[config.mk]
export PLATFORM = sky130hd
export DESIGN_NAME = modular_arithmetic_unit
export DESIGN_NICKNAME = d
export VERILOG_FILES = /design/src/hdl/mau_pkg.sv /design/src/hdl/modular_arithmetic_unit.sv /design/src/hdl/mau_mulser.sv
export SDC_FILE = /design/constraint.sdc
export NUM_CORES = 1
export LEC_CHECK = 0
export BUFFER_PORTS_ARGS = -buffer_cell sky130_fd_sc_hd__buf_4
export CORE_MARGIN = 3
export CORE_UTILIZATION = 63
export CTS_BUF_LIST = sky130_fd_sc_hd__clkbuf_8
export DETAILED_ROUTE_END_ITERATION = 10
export PLACE_DENSITY = 0.82
export SLEW_MARGIN = 20
export SYNTH_ARGS = -nofsm -noshare
export SYNTH_HDL_FRONTEND = slang
export SYNTH_SLANG_ARGS = --single-unit
export TNS_END_PERCENT = 100
[constraint.sdc]
create_clock -name clk -period 7.15 [get_ports clk]
set_input_delay 0.715 -clock clk [delete_from_list [all_inputs] [get_ports clk]]
set_output_delay 0.715 -clock clk [all_outputs]
set_load 0.005 [all_outputs]
[src/hdl/mau_pkg.sv]
package mau_pkg;

  // Operation codes carried in req_type
  localparam logic [1:0] OP_ADD = 2'd0;
  localparam logic [1:0] OP_SUB = 2'd1;
  localparam logic [1:0] OP_MUL = 2'd2;
  localparam logic [1:0] OP_POW = 2'd3;

  // Modulus after reset
  localparam int unsigned RESET_MODULUS = 7;

  // Sequencer states, one-hot
  typedef enum logic [8:0] {
    S_IDLE    = 9'b000000001,
    S_RED_A   = 9'b000000010,
    S_RED_B   = 9'b000000100,
    S_ARITH   = 9'b000001000,
    S_MUL     = 9'b000010000,
    S_POW_CHK = 9'b000100000,
    S_POW_MA  = 9'b001000000,
    S_POW_SQ  = 9'b010000000,
    S_DONE    = 9'b100000000
  } state_t;

endpackage

[src/hdl/modular_arithmetic_unit.sv]
// Modular add, subtract, multiply and power against the modulus register,
// one request at a time. Operands are reduced modulo q by a bit-serial
// multiply-by-one, and multiplications run through one shared bit-serial
// interleaved multiplier. Add and subtract reduce both operands and then
// combine them; multiply adds one more product. Power reduces both operands,
// then for each exponent bit below the highest set one it squares, and also
// multiplies where the bit is set; the highest set bit gets a multiply and
// is not squared. The result becomes valid as the sequencer returns to idle,
// ready for the next request. The shared multiplier sets the rate. A new
// request is accepted while the last result still waits in the output
// register. A modulus of zero returns 0.
module modular_arithmetic_unit #(
  parameter int VALUE_WIDTH = 16,
  parameter int EXP_WIDTH   = 32
) (
  input  logic                   clk,
  input  logic                   rst,
  input  logic                   cfg_we,
  input  logic [VALUE_WIDTH-1:0] cfg_wdata,
  input  logic                   in_valid,
  output logic                   in_ready,
  input  logic [1:0]             req_type,
  input  logic [VALUE_WIDTH-1:0] operand_a,
  input  logic [VALUE_WIDTH-1:0] operand_b,
  input  logic [EXP_WIDTH-1:0]   exponent,
  output logic                   out_valid,
  input  logic                   out_ready,
  output logic [VALUE_WIDTH-1:0] result
);

  mau_pkg::state_t state;

  logic [VALUE_WIDTH-1:0] modulus;
  logic [1:0]             op;
  logic [VALUE_WIDTH-1:0] a_val;   // reduced a, then running square
  logic [VALUE_WIDTH-1:0] b_val;
  logic [VALUE_WIDTH-1:0] res;     // result, power accumulator
  logic [EXP_WIDTH-1:0]   e;

  logic                   mul_start;
  logic [VALUE_WIDTH-1:0] mul_x;
  logic [VALUE_WIDTH-1:0] mul_y;
  logic                   mul_done;
  logic [VALUE_WIDTH-1:0] mul_prod;

  logic [VALUE_WIDTH-1:0] one_q;
  logic [VALUE_WIDTH:0]   add_s;
  logic [VALUE_WIDTH:0]   add_r;
  logic [VALUE_WIDTH:0]   sub_d;
  logic [VALUE_WIDTH-1:0] arith_res;

  mau_mulser #(
    .VALUE_WIDTH(VALUE_WIDTH)
  ) u_mul (
    .clk  (clk),
    .rst  (rst),
    .start(mul_start),
    .x    (mul_x),
    .y    (mul_y),
    .q    (modulus),
    .done (mul_done),
    .prod (mul_prod)
  );

  // 1 mod q, also the unit multiplier for reduction
  assign one_q = VALUE_WIDTH'(modulus != VALUE_WIDTH'(1));

  // Add / subtract on reduced operands
  always_comb begin
    add_s = {1'b0, a_val} + {1'b0, b_val};
    add_r = (add_s >= {1'b0, modulus}) ? (add_s - {1'b0, modulus}) : add_s;
    sub_d = {1'b0, a_val} - {1'b0, b_val};
    if (op == mau_pkg::OP_ADD) begin
      arith_res = add_r[VALUE_WIDTH-1:0];
    end else if (sub_d[VALUE_WIDTH]) begin
      arith_res = sub_d[VALUE_WIDTH-1:0] + modulus;
    end else begin
      arith_res = sub_d[VALUE_WIDTH-1:0];
    end
  end

  assign in_ready = (state == mau_pkg::S_IDLE);

  // Sequencer
  always_ff @(posedge clk) begin
    if (rst) begin
      state     <= mau_pkg::S_IDLE;
      out_valid <= 1'b0;
      mul_start <= 1'b0;
      modulus   <= VALUE_WIDTH'(mau_pkg::RESET_MODULUS);
    end else begin
      if (cfg_we) begin
        modulus <= cfg_wdata;
      end

      // Multiplier launch on every state that issues a product
      mul_start <= ((state == mau_pkg::S_IDLE) && in_valid && (modulus != '0)) ||
                   ((state == mau_pkg::S_RED_A) && mul_done) ||
                   ((state == mau_pkg::S_RED_B) && mul_done && (op == mau_pkg::OP_MUL)) ||
                   ((state == mau_pkg::S_POW_CHK) && (e != '0)) ||
                   ((state == mau_pkg::S_POW_MA) && mul_done && ((e >> 1) != '0));

      // Output register: load a finished result, clear on handshake
      if ((state == mau_pkg::S_DONE) && (!out_valid || out_ready)) begin
        out_valid <= 1'b1;
      end else if (out_valid && out_ready) begin
        out_valid <= 1'b0;
      end

      case (state)
        mau_pkg::S_IDLE: begin
          if (in_valid) begin
            op    <= req_type;
            b_val <= operand_b;
            e     <= exponent;
            if (modulus == '0) begin
              res   <= '0;
              state <= mau_pkg::S_DONE;
            end else begin
              mul_x     <= operand_a;
              mul_y     <= one_q;
              state     <= mau_pkg::S_RED_A;
            end
          end
        end

        mau_pkg::S_RED_A: begin
          if (mul_done) begin
            a_val     <= mul_prod;
            mul_x     <= b_val;
            mul_y     <= one_q;
            state     <= mau_pkg::S_RED_B;
          end
        end

        mau_pkg::S_RED_B: begin
          if (mul_done) begin
            b_val <= mul_prod;
            case (op)
              mau_pkg::OP_MUL: begin
                mul_x     <= a_val;
                mul_y     <= mul_prod;
                state     <= mau_pkg::S_MUL;
              end
              mau_pkg::OP_POW: begin
                res   <= one_q;
                state <= mau_pkg::S_POW_CHK;
              end
              default: begin
                state <= mau_pkg::S_ARITH;
              end
            endcase
          end
        end

        mau_pkg::S_ARITH: begin
          res   <= arith_res;
          state <= mau_pkg::S_DONE;
        end

        mau_pkg::S_MUL: begin
          if (mul_done) begin
            res   <= mul_prod;
            state <= mau_pkg::S_DONE;
          end
        end

        // Square-and-multiply, exponent LSB first
        mau_pkg::S_POW_CHK: begin
          if (e == '0) begin
            state <= mau_pkg::S_DONE;
          end else if (e[0]) begin
            mul_x     <= res;
            mul_y     <= a_val;
            state     <= mau_pkg::S_POW_MA;
          end else begin
            mul_x     <= a_val;
            mul_y     <= a_val;
            state     <= mau_pkg::S_POW_SQ;
          end
        end

        mau_pkg::S_POW_MA: begin
          if (mul_done) begin
            res <= mul_prod;
            if ((e >> 1) == '0) begin
              state <= mau_pkg::S_DONE;
            end else begin
              mul_x     <= a_val;
              mul_y     <= a_val;
              state     <= mau_pkg::S_POW_SQ;
            end
          end
        end

        mau_pkg::S_POW_SQ: begin
          if (mul_done) begin
            a_val <= mul_prod;
            e     <= e >> 1;
            state <= mau_pkg::S_POW_CHK;
          end
        end

        mau_pkg::S_DONE: begin
          if (!out_valid || out_ready) begin
            result    <= res;
            state     <= mau_pkg::S_IDLE;
          end
        end

        default: begin
          state <= mau_pkg::S_IDLE;
        end
      endcase
    end
  end

endmodule

[src/hdl/mau_mulser.sv]
module mau_mulser #(
  parameter int VALUE_WIDTH = 16
) (
  input  logic                   clk,
  input  logic                   rst,
  input  logic                   start,
  input  logic [VALUE_WIDTH-1:0] x,
  input  logic [VALUE_WIDTH-1:0] y,
  input  logic [VALUE_WIDTH-1:0] q,
  output logic                   done,
  output logic [VALUE_WIDTH-1:0] prod
);

  localparam int CW = $clog2(VALUE_WIDTH);

  logic                   busy;
  logic [CW-1:0]          cnt;
  logic [VALUE_WIDTH-1:0] xs;
  logic [VALUE_WIDTH-1:0] ys;
  logic [VALUE_WIDTH-1:0] acc;
  logic [VALUE_WIDTH-1:0] acc_next;

  logic [VALUE_WIDTH:0] q1;
  logic [VALUE_WIDTH:0] dbl;
  logic [VALUE_WIDTH:0] dbl_red;
  logic [VALUE_WIDTH:0] sum;
  logic [VALUE_WIDTH:0] sum_red;

  // One multiplier bit per cycle, MSB first: acc = 2*acc + bit*y, mod q
  always_comb begin
    q1      = {1'b0, q};
    dbl     = {acc, 1'b0};
    dbl_red = (dbl >= q1) ? (dbl - q1) : dbl;
    sum     = dbl_red + (xs[VALUE_WIDTH-1] ? {1'b0, ys} : '0);
    sum_red = (sum >= q1) ? (sum - q1) : sum;
    acc_next = sum_red[VALUE_WIDTH-1:0];
  end

  always_ff @(posedge clk) begin
    if (rst) begin
      busy <= 1'b0;
      done <= 1'b0;
    end else begin
      if (start) begin
        busy <= 1'b1;
        done <= 1'b0;
        cnt  <= '0;
        xs   <= x;
        ys   <= y;
        acc  <= '0;
      end else if (busy) begin
        acc <= acc_next;
        xs  <= {xs[VALUE_WIDTH-2:0], 1'b0};
        cnt <= cnt + CW'(1);
        if (cnt == CW'(VALUE_WIDTH - 1)) begin
          busy <= 1'b0;
          done <= 1'b1;
        end else begin
          done <= 1'b0;
        end
      end else begin
        done <= 1'b0;
      end
    end
  end

  assign prod = acc;

endmodule
Word level (Yosys, flattened, before mapping)
Cells that the tools add are included.
Storage, ports and cells
  input port bits: 87
  register bits: 211
  output and inout port bits: 18
Cells by class
  equal/unequal tests: 27
  magnitude comparators: 3
  reductions and logical operators: 42
  bitwise logic cells: 2
  add/sub/neg operators: 8
  muxes and demuxes: 57
Operators with widths (number)
  $mux W16: 29
  $pmux W16 S5: 2
  $mux W9: 10
  $pmux W9 S9: 1
  $logic_not A32 Y1: 2
  $mux W32: 2
  $pmux W16 S4: 1
  $pmux W32 S2: 1
  $reduce_bool A32 Y1: 2
  $ge A17 B16 Y1: 3
  $pmux W16 S2: 1
  $sub A16 B16 Y16: 2
  $ne A2 B1 Y1 const B: 10
  $add A16 B16 Y17: 1
  $add A17 B16 Y17: 1
  $mux W17: 1
  $sub A16 B16 Y17: 1
  $sub A17 B16 Y17: 1
  $add A16 B16 Y16: 1
  $logic_not A16 Y1: 1
  $ne A16 B1 Y1 const B: 1
  $reduce_bool A16 Y1: 1
  $reduce_and A7 Y1: 2
  $pmux W6 S2: 1
  30 further kinds: 61

Depth between registers and ports, before layout
Gate-level depths: netlist (run 1).
  word-level depth: 7
  mapped depth: 30
  mapped depth without buffers: 27

By module
Synthesis (run 1) repeated with hierarchy kept, for this count alone.
Second synthesis, totals
  cell total of the unflattened synthesis: 1518
  area, all modules: 14791.7 um2
By module, submodules not included
  modular_arithmetic_unit: area each 9918.3 um2, cells an instance 1003, times used 1
  mau_mulser: area each 4873.4 um2, cells an instance 515, times used 1

Worst setup path after synthesis (run 1)
Ideal clock, no wire load.
  path kind: register -> register
  start point: reg modulus[1]
  end point: reg u_mul.acc[10] (netlist: u_mul.prod[10]) (data pin)
  arrival time: 6302 ps
  data required time: 6880 ps
  clock period less this slack: 6572 ps
  stages on the path, launching flop included: 28
  setup time: 270 ps
  slack: 578 ps
  cells stage by stage: dfxtp_1 inv_1 ha_1 nor2b_1 o31a_1 o21ai_0 a21oi_1 o22a_1 clkbuf_1 clkbuf_1 nor2_1 a31o_2 ha_1 or4_1 a311oi_1 nor3_1 or3_1 a21oi_1 xnor2_1 ha_1 and4_1 a211o_1 a31o_2 o311ai_0 nand2_1 clkbuf_1 o211ai_1 a21oi_1
On the way
  word-level cells in the longest chain between the ends: 6
  elaborated cells between the ends (all ways): 8
  those cells by class: 3 x add/sub; 2 x order compare; 3 x mux
RTL lines
  from (decl): line modular_arithmetic_unit.sv:33  | logic [VALUE_WIDTH-1:0] modulus;
  from (signal assigned): line modular_arithmetic_unit.sv:90  | modulus <= VALUE_WIDTH'(mau_pkg::RESET_MODULUS);
  from (signal assigned): line modular_arithmetic_unit.sv:93  | modulus <= cfg_wdata;
  $sub A17 B16 Y17 / $ge A17 B16 Y1 (equally long branches): line mau_mulser.sv:33  | dbl_red = (dbl >= q1) ? (dbl - q1) : dbl;
  $mux W17: line mau_mulser.sv:33
  $add A17 B16 Y17: line mau_mulser.sv:34  | sum = dbl_red + (xs[VALUE_WIDTH-1] ? {1'b0, ys} : '0);
  $sub A16 B16 Y16 / $ge A17 B16 Y1 (equally long branches): line mau_mulser.sv:35  | sum_red = (sum >= q1) ? (sum - q1) : sum;
  $mux W16 (*): line mau_mulser.sv:35
  $mux W16 (*): line mau_mulser.sv:51  | end else if (busy) begin
  to (signal assigned): line mau_mulser.sv:52  | acc <= acc_next;
  to (decl): line mau_mulser.sv:20  | logic [VALUE_WIDTH-1:0] acc;
Every way passes the cells marked *; elsewhere a longest branch is shown, timed or not. The select of a mux whose other input is x is not followed.
A chain may end at the register's enable or synchronous reset.

Worst setup path after layout (run 1)
  start point: reg modulus[14]
  end point: reg u_mul.acc[2] (netlist: u_mul.prod[2]) (data pin)
On the way
  word-level cells in the longest chain between the ends: 6
  elaborated cells between the ends (all ways): 8
  those cells by class: 3 x add/sub; 2 x order compare; 3 x mux
RTL lines (line)
  $sub A17 B16 Y17 / $ge A17 B16 Y1 (equally long branches): mau_mulser.sv:33
  $mux W17: mau_mulser.sv:33
  $add A17 B16 Y17: mau_mulser.sv:34
  $ge A17 B16 Y1 / $sub A16 B16 Y16 (equally long branches): mau_mulser.sv:35
  $mux W16 (*): mau_mulser.sv:35
  $mux W16 (*): mau_mulser.sv:51
Marked as above.

==> results of run 1 <==
==> cells by family (layout without fill, tap and decap cells) <==
group | count (synthesis) | after routing | synth area share
adders and majority gates | 120 | 120 | 0.108
DFF | 211 | 211 | 0.422
AOI/OAI and AO/OA | 342 | 342 | 0.159
muxes | 83 | 83 | 0.0639
xor gates and xnor gates | 78 | 78 | 0.0482
buffers and inverters | 122 | 267 | 0.0324
and+or+nand+nor | 497 | 497 | 0.167
==> per-stage QoR <==
stage | cells | util | hold slack [ns]
global placement | 1811 | 0.701 | 0.405
global route | 1878 | 0.739 | 0.345
finish | 1878 | 0.739 | 0.371
CTS | 1877 | 0.737 | 0.354
detailed placement | 1811 | 0.701 | 0.405
floorplan | 1453 | - | 0.400
==> layout by cell type (no fill, tap or decap), types with 21 or more instances in the layout <==
cell / n
inv_1: 79
buf_4: 127
xnor2_1: 60
nand3_1: 29
and2_1: 28
nor2_1: 127
edfxtp_1: 182
a31oi_1: 21
nand2_1: 144
nor2b_1: 30
dfxtp_1: 29
mux2_2: 58
clkbuf_8: 40
ha_1: 113
a21oi_1: 94
mux2i_1: 24
o21ai_0: 53
a21o_1: 26
nor3_1: 39
==> cell type report <==
class	instances	area, um^2
Clock buffer	40	551
Timing Repair Buffer	128	981
Clock inverter	26	254
Fill cell	1661	5770
Inverter	73	274
Sequential cell	211	6050
Tap cell	280	350
Multi-Input combinational cell	1120	7870
==> layer usage <==
metal  share of wire  up-vias
met5               0        -
met4           0.053        0
met3           0.096      138
met2            0.46      674
met1            0.39     5704
li1                -     5636
==> power by group <==
group,total (mW),internal [mW],switching (mW)
registers,1.96,1.78,0.181
clock network,1.24,0.704,0.534
logic,5.93,2.50,3.43
total,9.12,4.98,4.14
==> path summary, 6_finish.rpt <==
kind                                                from                           to  slack (ns)  depth (start not counted)
worst max-delay path            modulus[14]$_SDFFE_PP0P_  u_mul.prod[2]$_SDFFCE_PP0P_        0.41                         23
worst min-delay path                         req_type[1]              op[1]$_DFFE_PP_        0.37                          1
worst max register to register  modulus[14]$_SDFFE_PP0P_  u_mul.prod[2]$_SDFFCE_PP0P_        0.41                         23
worst min register to register       mul_y[10]$_DFFE_PP_       u_mul.ys[10]$_DFFE_PP_        0.42                          0
==> critical path: stages, from the launching register on <==
cell and delay (ns):
dfxtp_1 0.47, inv_1 0.15, ha_1 0.38, a21o_1 0.18, a211o_1 0.33, or3_1 0.40
o22a_2 0.30, mux2_2 0.28, inv_1 0.05, fa_1 0.42, nand3b_1 0.22, a311oi_1 0.39
nor2_1 0.10, a211o_1 0.33, o311ai_1 0.50, xor2_1 0.23, ha_1 0.47, nand3_1 0.14
nor3_1 0.28, a31oi_1 0.15, and2_1 0.20, buf_4 0.19, a21oi_1 0.23, nor3_1 0.08
==> state kept, by name (all words and copies together), names as in the netlist <==
name / flops
out_valid: 1
res: 16
u_mul.done: 1
b_val: 16
mul_start: 1
u_mul.xs: 16
u_mul.busy: 1
u_mul.cnt: 4
a_val: 16
mul_y: 16
u_mul.ys: 16
modulus: 16
result: 16
state: 9
mul_x: 16
op: 2
u_mul.prod: 16
e: 32
==> synth_stat cells (all sizes together), types with 9 or more instances <==
library cell  instances
o21a                 12
mux2i                25
nand3                29
clkbuf               42
nor4                 18
nand2               144
nand4                13
a22oi                 9
o211ai               11
xor2                 18
edfxtp              182
a21oi                97
a211oi               13
o221ai               11
a21o                 26
or3                  13
inv                  72
ha                  113
a31oi                21
dfxtp                29
xnor2                60
nor2                128
and2                 28
a222oi                9
o31ai                12
nor3                 42
nand2b               16
o21ai                58
mux2                 58
nor2b                30
==> summary.md, run 1 <==
| Metric | Value |
|---|---|
| Startpoint class of the critical path | flop |
| Synth Area per Inst | 9.86 um^2 |
| GR Util met1 | 0.430 |
| Grt peak-use layer | met2 |
| Synth Register Bits | 211 |
| Share of the synthesized area in the top cell type | 0.381 |
| Met2 Resource Use GR | 0.550 |
| Maximum vdd ir drop | 0.000589 V |
| Fin. max-slew vios | 0 |
| Power per standard cell area | 559 nW/um^2 |
| Clk Latency, worst-skew pair | 0.55 ns |
| Core area | 22100 um^2 |
| Initial antenna violation count | 0 |
| Nets | 1778 |
| CTS Buffer Depth | 3 |
| Std-Cell Rows | 54 |
| Min Tclk post-route | 6.74 ns |
| Root Buffer | clkbuf_8 |
| Worst hold path type | input pin to flop |
| Final TNS setup | 0 ns |
| LEAKAGE | 6.58 nW |
| Pin count of the biggest net entering global routing | 37 |
| Critical Path RT | 7.43 ns |
| GR Util met3 | 0.0666 |
| Setup crit end kind | flop |
| Post-synthesis sequential area ratio | 0.422 |
| DR iter-0 viols | 1279 |
| Synth Instances | 1453 |
| Synth Cell Area | 14300 um^2 |
| First-pass GRT wire length | 63700 um |
| Routed wire length | 41900 um |
| Final setup fails | 0 |
| ANT cells | 0 |
| Design area | 16300 um^2 |
| Dpl ws | 0.342 ns |
| Residual DRC | 0 |
| Fin. Hold Viols | 0 |
| Tot Pwr | 9.12 mW |
| Vias in the first global route | 11500 |
| Initial core utilization | 0.649 |
| Layout cells sized above 1 | 0.166 |
| Total number of vias | 12200 |
| # clock sinks | 211 |
| HPWL after detailed placement | 31900 um |
| Ys flop type | edfxtp_1 |
| CTS Hold Bufs | 0 |
| Status | completed |
| Mapped Nets | 1660 |
| Routed length per instance | 22.3 um |
| GP Congestion | 1.03 |
| Largest area contributor in the netlist | edfxtp_1 |
| Maxcap violations | 0 |
| Placed Area | 15500 um^2 |
| Post-CTS resize count | 0 |
| Critical Path Fanout Max | 12 |
| Grt ovf | 0 |
| Clock skew | 0.0370 ns |
| Setup ws final | 0.408 ns |
| Highest attainable clock frequency | 148 MHz |
| Num ports | 105 |
| Die height | 157 um |
| H-tree depth | 2 |
| Post-synth EDFFs | 182 |
| CTS tree | done |
| Worst slew pin tran | 1.11 ns |
| RSZ-0062 raised after global routing | false |
| Die ar. | 24600 um^2 |
| Worst-path clk slew | 0.08 ns |
| Rel. slew slack | 0.262 |
| 1st-pass router iterations | 5 |
| Synth-to-layout area growth | 13.9% |
| Post-route clock period utilization | 0.943 |
| Setup bufs post-CTS | 0 |
| Async SR Flop Fraction | 0 |
| PortBufs | 104 |
| Die W | 157 um |
| Overall Global Routing Usage | 0.336 |
| Crit path DAT | 7.03 ns |
| Top cells by area, synth | edfxtp_1, ha_1, mux2_2, dfxtp_1, nand2_1 |
| Crit Path Class | flop to flop |
| CTS Buf Count | 37 |
| Avg Vias per Cell | 6.47 |
| Post-route antenna net violation count | 0 |
| Yosys cell types | 77 |
| Yosys warns | 0 |
Power figures use the tool's default switching activity.
==> run 2: changes to the inputs <==
--- a/config.mk
+++ b/config.mk
@@ -11,6 +11,7 @@
 export CTS_BUF_LIST = sky130_fd_sc_hd__clkbuf_8
 export DETAILED_ROUTE_END_ITERATION = 10
 export PLACE_DENSITY = 0.82
+export RECOVER_POWER = 50
 export SLEW_MARGIN = 20
 export SYNTH_ARGS = -nofsm -noshare
 export SYNTH_HDL_FRONTEND = slang
==> summary.md, run 2 (synthesized netlist as in run 1, its figures left out) <==
| Metric | Value |
|---|---|
| GP Congestion | 1.03 (unchanged) |
| Initial core utilization | 0.649 (unchanged) |
| Internal Power | 4.97 mW (-0.16%) |
| # clock sinks | 211 (unchanged) |
| Maximum vdd ir drop | 0.000583 V (-1.2%) |
| Slowest cell on the critical path | o311ai_1 |
| Combinational group share of total power | 0.648 (-0.002) |
| Worst slew pin tran | 2.13 ns (+1.02 ns) |
| Pin count of the biggest net entering global routing | 37 (unchanged) |
| Post-route clock period utilization | 0.946 (+0.00263) |
| Layout cells sized above 1 | 0.159 (-0.00688) |
| Num ports | 105 (unchanged) |
| DR iter-0 viols | 1370 (+7.1%) |
| Final setup fails | 0 (unchanged) |
| Die W | 157 um (unchanged) |
| Avg Vias per Cell | 6.48 (+0.11%) |
| Die ar. | 24600 um^2 (unchanged) |
| First-pass GRT wire length | 63700 um (unchanged) |
| CTS Buf Count | 37 (unchanged) |
| Crit path DAT | 7.04 ns (about the same) |
| Post-route antenna net violation count | 0 (unchanged) |
| Max reg flops | 32 (unchanged) |
| Setup bufs post-CTS | 0 (unchanged) |
| Sw Share | 0.454 (about the same) |
| Grt ovf | 0 (unchanged) |
| Commonest cells after routing, fill and taps aside | edfxtp_1, nand2_1, nor2_1 |
| Commonest non-fill, non-tap cell in the layout | edfxtp_1 |
| Maxcap violations | 3 (+3) |
| Setup crit end kind | flop |
| Highest attainable clock frequency | 148 MHz (-0.28%) |
| Routed length per instance | 22.3 um (about the same) |
| Overall Global Routing Usage | 0.336 (unchanged) |
| Status | finished with violations |
| Fillers | 1669 (+0.48%) |
| RSZ-0062 raised after global routing | false |
| Hold_ws | 0.390 ns (+0.0187 ns) |
| Vias in the first global route | 11500 (unchanged) |
| Tot Pwr | 9.10 mW (-0.23%) |
| LEAKAGE | 6.54 nW (-0.65%) |
| Total number of vias | 12200 (+0.11%) |
| Core area | 22100 um^2 (unchanged) |
| Min Tclk post-route | 6.76 ns (+0.0188 ns) |
| Residual DRC | 0 (unchanged) |
| Root Buffer | clkbuf_8 |
| Initial antenna violation count | 0 (unchanged) |
| Flop pwr share | 0.215 (about the same) |
| 1st-pass router iterations | 6 (+1) |
| Final TNS setup | 0 ns (unchanged) |
| Power per standard cell area | 560 nW/um^2 (+0.22%) |
| ANT cells | 0 (unchanged) |
| H-tree depth | 2 (unchanged) |
| Rel. slew slack | -0.429 (-0.691) |
| Clock skew | 0.0362 ns (-0.000802 ns) |
| Clk network pwr share | 0.136 (about the same) |
| Critical Path Fanout Max | 12 (unchanged) |
| Die height | 157 um (unchanged) |
| Synth-to-layout area growth | 13.4% |
| Std-Cell Rows | 54 (unchanged) |
| CP peak stage delay | 0.50 ns (about the same) |
| Failing checks | max-capacitance violations, max-slew violations |
| Fin. Hold Viols | 0 (unchanged) |
| CP Cell Sequence | inv_1 -> ha_1 -> a21o_1 -> a211o_1 -> or3_1 -> o22a_2 -> mux2_2 -> inv_1 -> fa_1 -> nand3b_1 -> a311oi_1 -> nor2_1 -> a211o_1 -> o311ai_1 -> xor2_1 -> ha_1 -> nand3_1 -> nor3_1 -> a31oi_1 -> and2_1 -> buf_4 -> a21oi_1 -> nor3_1 |
| PortBufs | 104 (unchanged) |
| Clk Latency, worst-skew pair | 0.55 ns (about the same) |
| Worst-path clk slew | 0.08 ns (about the same) |
| CTS Hold Bufs | 0 (unchanged) |
| Nets | 1778 (unchanged) |
| HPWL after detailed placement | 31900 um (unchanged) |
| Routed wire length | 41900 um (about the same) |
| CTS Buffer Depth | 3 (unchanged) |
| Post-CTS resize count | 0 (unchanged) |
| Biggest register | e |
| CTS tree | done |
| Critical Path RT | 7.43 ns (about the same) |
| Crit Path Class | flop to flop |
| Startpoint class of the critical path | flop |
| Worst hold path type | input pin to flop |
| Fin. max-slew vios | 49 (+49) |
| Sw Pwr | 4.13 mW (-0.30%) |
-- run 2: cell types whose count changed in the layout (fill, tap and decap cells not counted) --
cell	before	now
buf_4	127	104
nor3_2	2	1
buf_16	1	0
nor2_1	127	128
clkbuf_4	0	16
nor3_4	1	0
nor3_1	39	41
nor2_4	1	0
clkbuf_1	0	8
-- run 2: area by class of cell --
class | instances | area (um^2) | area share
multi-input cells | 1120 | 7850 | 0.483
flip-flops and latches | 211 | 6050 | 0.372
repair buffers | 128 | 931 | 0.0573
clock buffers | 40 | 551 | 0.0339
well taps | 280 | 350 | 0.0216
inverters | 73 | 274 | 0.0169
clock inverters | 26 | 254 | 0.0156
-- run 2: per-layer routing --
layer  wire (um)  global-route usage
met5           0                   0
met4        2240               0.155
met3        4070              0.0666
met2       19400               0.550
met1       16200               0.430
-- run 2: power groups by stage --
stage	Combinational, mW	Sequential (mW)	Clock [mW]
after global placement	5.56	1.97	0
after floorplan	4.42	1.90	0
after detailed placement	5.69	1.98	0
final	5.90	1.96	1.24
after CTS	5.74	1.95	1.24
after global routing	6.46	1.98	1.30
-- run 2: worst paths after layout --
check	start	endpoint	slack, ns	depth (start not counted)
max	modulus[14]$_SDFFE_PP0P_	u_mul.prod[2]$_SDFFCE_PP0P_	0.39	23
min	req_type[1]	op[1]$_DFFE_PP_	0.39	1
min reg2reg	mul_y[10]$_DFFE_PP_	u_mul.ys[10]$_DFFE_PP_	0.42	0
max reg2reg	modulus[14]$_SDFFE_PP0P_	u_mul.prod[2]$_SDFFCE_PP0P_	0.39	23
-- run 2: worst max-delay path, delay by kind of cell, from the launching register on --
| kind | cells | cell delay, ns |
|---|---|---|
| adders and majority gates | 3 | 1.28 |
| muxes | 1 | 0.28 |
| DFF | 1 | 0.46 |
| and+or+nand+nor | 7 | 1.43 |
| xor gates and xnor gates | 1 | 0.23 |
| AOI/OAI and AO/OA | 8 | 2.40 |
| buffers and inverters | 3 | 0.39 |
-- run 2: through the flow --
stage,std cells,util,setup slack [ns],area [um^2]
floorplan,1453,-,0.578,14300
global placement,1811,0.701,0.562,15500
detailed placement,1811,0.701,0.342,15500
CTS,1877,0.737,0.255,16300
global route,1878,0.736,0.0560,16300
finish,1878,0.736,0.389,16300
